[src/hw/rtl/hfb_pkg.sv]
`timescale 1ns / 1ps
// ----------------------------------------------------------------------------
// hfb_pkg
// Types, constants and helper functions of the hierarchical free bitmap.
// ----------------------------------------------------------------------------
package hfb_pkg;

    localparam int unsigned WORD_W    = 32;
    localparam int unsigned SHIFT     = 5;
    localparam int unsigned MID_WORDS = 32;
    localparam int unsigned BOT_WORDS = 1024;
    localparam int unsigned BOT_AW    = 10;
    localparam int unsigned MAX_BINS  = 32768;
    localparam int unsigned EFF_MAX   = (MAX_BINS < 32768) ? MAX_BINS : 32768;
    localparam int unsigned GUARD_MAX = 256;

    localparam logic [WORD_W-1:0] ONES = {WORD_W{1'b1}};

    typedef logic [15:0] t_count;
    typedef logic [1:0]  t_lvl;
    typedef logic [16:0] t_widx;

    typedef enum logic [2:0] {
        OP_INIT_FREE  = 3'd0,
        OP_INIT_USED  = 3'd1,
        OP_SET_USED   = 3'd2,
        OP_SET_FREE   = 3'd3,
        OP_GET        = 3'd4,
        OP_FIND       = 3'd5,
        OP_FIND_SET   = 3'd6,
        OP_NEXT_ABOVE = 3'd7
    } t_op;

    typedef enum logic [2:0] {
        ST_IDLE,
        ST_INIT,
        ST_SWEEP,
        ST_RD,
        ST_EV,
        ST_DONE
    } t_state;

    typedef enum logic [1:0] {
        PH_MARK,
        PH_FIND_LOW,
        PH_FIND_ABOVE,
        PH_GET
    } t_phase;

    localparam t_lvl LVL_TOP = 2'd0;
    localparam t_lvl LVL_TWO = 2'd1;
    localparam t_lvl LVL_ALL = 2'd2;

    function automatic t_count eff_count(input t_count bc);
        t_count c;
        c = bc;
        if (c == 16'd0) c = 16'd1;
        if (32'(c) > EFF_MAX) c = 16'(EFF_MAX);
        return c;
    endfunction

    function automatic t_lvl level_count(input t_count c);
        t_lvl l;
        if (c <= 16'd32) l = LVL_TOP;
        else if (c <= 16'd1024) l = LVL_TWO;
        else l = LVL_ALL;
        return l;
    endfunction

    function automatic logic [WORD_W-1:0] init_word(input t_count len,
                                                    input logic [BOT_AW-1:0] i);
        logic [10:0]       full;
        logic [4:0]        rem;
        logic [WORD_W-1:0] w;
        full = len[15:5];
        rem  = len[4:0];
        if ({1'b0, i} < full) w = '0;
        else if (({1'b0, i} == full) && (rem != 5'd0)) w = ONES << rem;
        else w = ONES;
        return w;
    endfunction

endpackage

[src/hw/rtl/hfb_scan.sv]
`timescale 1ns / 1ps
// ----------------------------------------------------------------------------
// hfb_scan
// Lowest set bit of a word; index 31 when the word is empty.
// ----------------------------------------------------------------------------
module hfb_scan (
    input  logic [hfb_pkg::WORD_W-1:0] i_word,
    output logic                       o_nz,
    output logic [hfb_pkg::SHIFT-1:0]  o_pos
);

    always_comb begin
        o_pos = 5'd31;
        for (int i = hfb_pkg::WORD_W - 1; i >= 0; i--) begin
            if (i_word[i]) o_pos = 5'(i);
        end
    end

    assign o_nz = (i_word != '0);

endmodule

[config.mk]
export PLATFORM = sky130hd
export DESIGN_NAME = hfb_scan
export DESIGN_NICKNAME = d
export VERILOG_FILES = /design/src/hw/rtl/hfb_pkg.sv /design/src/hw/rtl/hfb_scan.sv
export SDC_FILE = /design/constraint.sdc
export NUM_CORES = 1
export LEC_CHECK = 0
export BUFFER_PORTS_ARGS = -buffer_cell sky130_fd_sc_hd__buf_2
export CORE_AREA = 2 2 39 41
export DETAILED_ROUTE_END_ITERATION = 6
export DIE_AREA = 0 0 41 43
export PLACE_DENSITY = 0.71
export SLEW_MARGIN = 20
export SYNTH_ARGS = -nofsm -noshare
export SYNTH_HDL_FRONTEND = slang
export SYNTH_SLANG_ARGS = --single-unit
[constraint.sdc]
create_clock -name vclk -period 1.8
set_input_delay 0.45 -clock vclk [all_inputs]
set_output_delay 0.45 -clock vclk [all_outputs]
set_load 0.03 [all_outputs]
Word-level counts from Yosys, hierarchy flattened
Index checks and enable logic that the tools add are counted.
Widths: inputs -> output; s select.
Storage, ports and cells
  register bits after elaboration: 0
  latch bits: 0
  RAM bits: 0
  ROM bits: 0
  memories: 0
Cells by class
  add/subtract/negate cells: 0
  multipliers: 0
  divide/modulo/power cells: 0
  order comparisons: 0
  equality and inequality tests: 0
  shift operators: 0
  mux-type cells: 31
  bitwise operators: 0
  reductions and logical operators: 1
Operators with widths (number)
  $mux 5: 30
  $reduce_bool 32->1: 1
  $mux 1: 1

Depth between registers and ports, before layout
  depth in word-level cells: 31
  depth in mapped cells: 4
  depth with buffers taken out: 4

Worst setup path after synthesis
OpenSTA, ideal clock, no wires.
  path type: input to output
  start point: input port i_word[7] (netlist bit)
  end point: output port o_nz
  arrival time: 1.802 ns
  required time: 1.350 ns
  setup slack: -0.452 ns
  stages on the path: 4
  path through: nor4_1 nand3_1 nor2_1 nand4bb_1
Between the ends
  word-level cells in the longest chain between the ends: 1
Ends and longest elaborated chain
  start, declared: RTL line hfb_scan.sv:7  | input logic [hfb_pkg::WORD_W-1:0] i_word,
  $reduce_bool 32->1: RTL line hfb_scan.sv:19  | assign o_nz = (i_word != '0);
  end, declared: RTL line hfb_scan.sv:8  | output logic o_nz,
Every way passes these cells.

Worst setup path in the final report
  start point: input port i_word[19] (netlist bit)
  end point: output port o_pos[0] (netlist bit)
Between the ends
  word-level cells in the longest chain between the ends: 20
Ends and longest elaborated chain
  $mux 5 (20 in series): RTL line hfb_scan.sv:15  | if (i_word[i]) o_pos = 5'(i);
  end, declared: RTL line hfb_scan.sv:9  | output logic [hfb_pkg::SHIFT-1:0] o_pos
Every way passes these cells.

==> results.yml <==
power:
  p_per_area_nw_per_um2: 191
  cellLeakagePower_uw: 0.000498
  peakVddDrop_uv: 100
  power_uw: 206
setup_path:
  crit_buf_inv: 2
  arrival_ns: 1.63
  worstSetupPathType: "input pin to output port"
  worstSetupStartpointType: "input pin"
  crit_fanout: 3
  worst_path_largest_cell_delay_ns: 0.36
  worstPathCellList: "buf_6 > or3_1 > a221o_1 > a21oi_2 > o221ai_4 > buf_6"
  cp.required_ns: 1.35
  slowest_stage: "or3_1"
  crit_family: "compound AO/OA/AOI/OAI gates"
  cp-end-kind: "output port"
  critPathMostFrequentCell: "buf_6"
timing:
  worst-slew-pin-transition_ns: 0.387
  slew_viol_final: 0
  setup_viol: 5
  holdWs_ns: 1.29
  rsz0062_at_grt: "true"
  post-route-min-period_ns: 2.08
  setup_tns_ns: -0.828
  fin_ws_ns: -0.276
  slew-limit-headroom_pct: 74.0
  period_share_pct: 115
  hold_viol: 0
  clock.fmax_mhz: 482
logic_synthesis:
  synth.cell_area_um2: 378
  yosys_warnings: 0
  synth_nets: 97
  synthCells: 65
  synth-seq-area-share_pct: 0
  synth_top_area_share_pct: 15.9
  syn_avg_cell_area_um2: 5.81
  synth_common_cells: "16 x nor2_1, 6 x nand2_1, 5 x nor4_1"
  yosys-top-cells-area: "nor2_1 16%, nor4_1 8.3%, nand2_1 6.0%"
  synth_cell_types: 25
  synth_top_area_cell: "nor2_1"
  yosysMostFrequentCell: "nor2_1"
die:
  die_h_um: 43
  dieWidth_um: 41
  initial_core_util_pct: 27.3
  dieArea_um2: 1760
  fp-row-count: 14
  core-area_um2: 1380
  num_io_pins: 38
route:
  via_count: 782
  wirelength_um: 1980
  ant_nets: 0
  drtIter0Drc: 7
  wl_per_cell_um: 13.3
  first_pass_iters: 4
  route.detailed.drc: 0
  vias_per_cell: 5.25
status:
  outcome: "complete, but fails checks"
  violations: "setup timing"
layout:
  diodes: 0
  multi_input_area_um2: 538
  syn_to_final_growth_pct: 187
  drive_gt1_share_pct: 66.9
  nClkBuffers: 0
  nets: 167
  seq_cell_count: 0
  fill_cells: 87
  fin_util_pct: 78.3
  regArea_um2: 0
global_routing:
  grt_use_total_pct: 22.7
  overflow: 0
  grt_pass1_wl_um: 2940
  grt_max_degree: 5
  antenna_found_initial: 0
  grt_pass1_vias: 768
place:
  numPortBuffers: 38
  dp_hpwl_um: 1410
  place_congestion: 0.882
  place_ws_ns: -0.328
min_path:
  hp-class: "input pin to output port"
flow_run:
  drv_cap: 0
[through the flow]
stage,cells,instance area (um^2)
6_report,149,1080
2_1_floorplan,65,455
3_3_place_gp,146,868
5_1_grt,149,1080
3_5_place_dp,146,868
4_1_cts,148,1020
[cells by family (layout without fill, tap and decap cells)]
| family | Yosys count | in the layout | share of synthesized area [%] |
|---|---|---|---|
| compound gates | 20 | 20 | 37.1 |
| buf+inv | 3 | 71 | 2.98 |
| simple gates | 42 | 42 | 59.9 |
[layout make-up]
type / instances / share of cell area, %
multi-input combinational: 62 / 49.7
timing repair buffer: 68 / 47.5
tap: 16 / 1.85
inverter: 3 / 1.04
[layout by cell type (no fill, tap or decap), drive strengths merged]
master    n
nor4      6
nand4bb   1
o31ai     1
nand2b    1
a221o     2
o311ai    1
o21a      2
inv       3
a21boi    2
o221ai    1
nand4     2
a31oi     2
nand3     1
o21bai    3
nor2b     3
nor2     16
a21oi     3
nor3      4
or3       1
buf      68
or4       1
o21ai     3
nand2     6
[timing repair]
item | in CTS | in global routing
pin swaps | 7 | 7
hold buffers | 0 | 0
gates resized for setup | 34 | 12
endpoints found under the setup margin | 6 | 6
buffers inserted | 2 | 1
[power breakdown]
part           internal [uW]  leakage, uW  total, uW  switching [uW]
registers                  0            0          0               0
clock network              0            0          0               0
logic                    111     0.000498        206            95.3
[final timing paths]
kind | start | endpoint | cells past startpoint
worst min-delay path | i_word[9] | o_pos[4] | 5
worst max-delay path | i_word[19] | o_pos[0] | 6
[per-layer routing]
| layer | wire length, um | GRT usage, % | vias up |
|---|---|---|---|
| li1 | - | - | 387 |
| met1 | 813 | 26.6 | 368 |
| met2 | 1080 | 40.0 | 25 |
| met3 | 59 | 2.09 | 2 |
| met4 | 26 | 7.33 | 0 |
| met5 | 0 | 0 | - |
(Power assumes the default switching activity.)
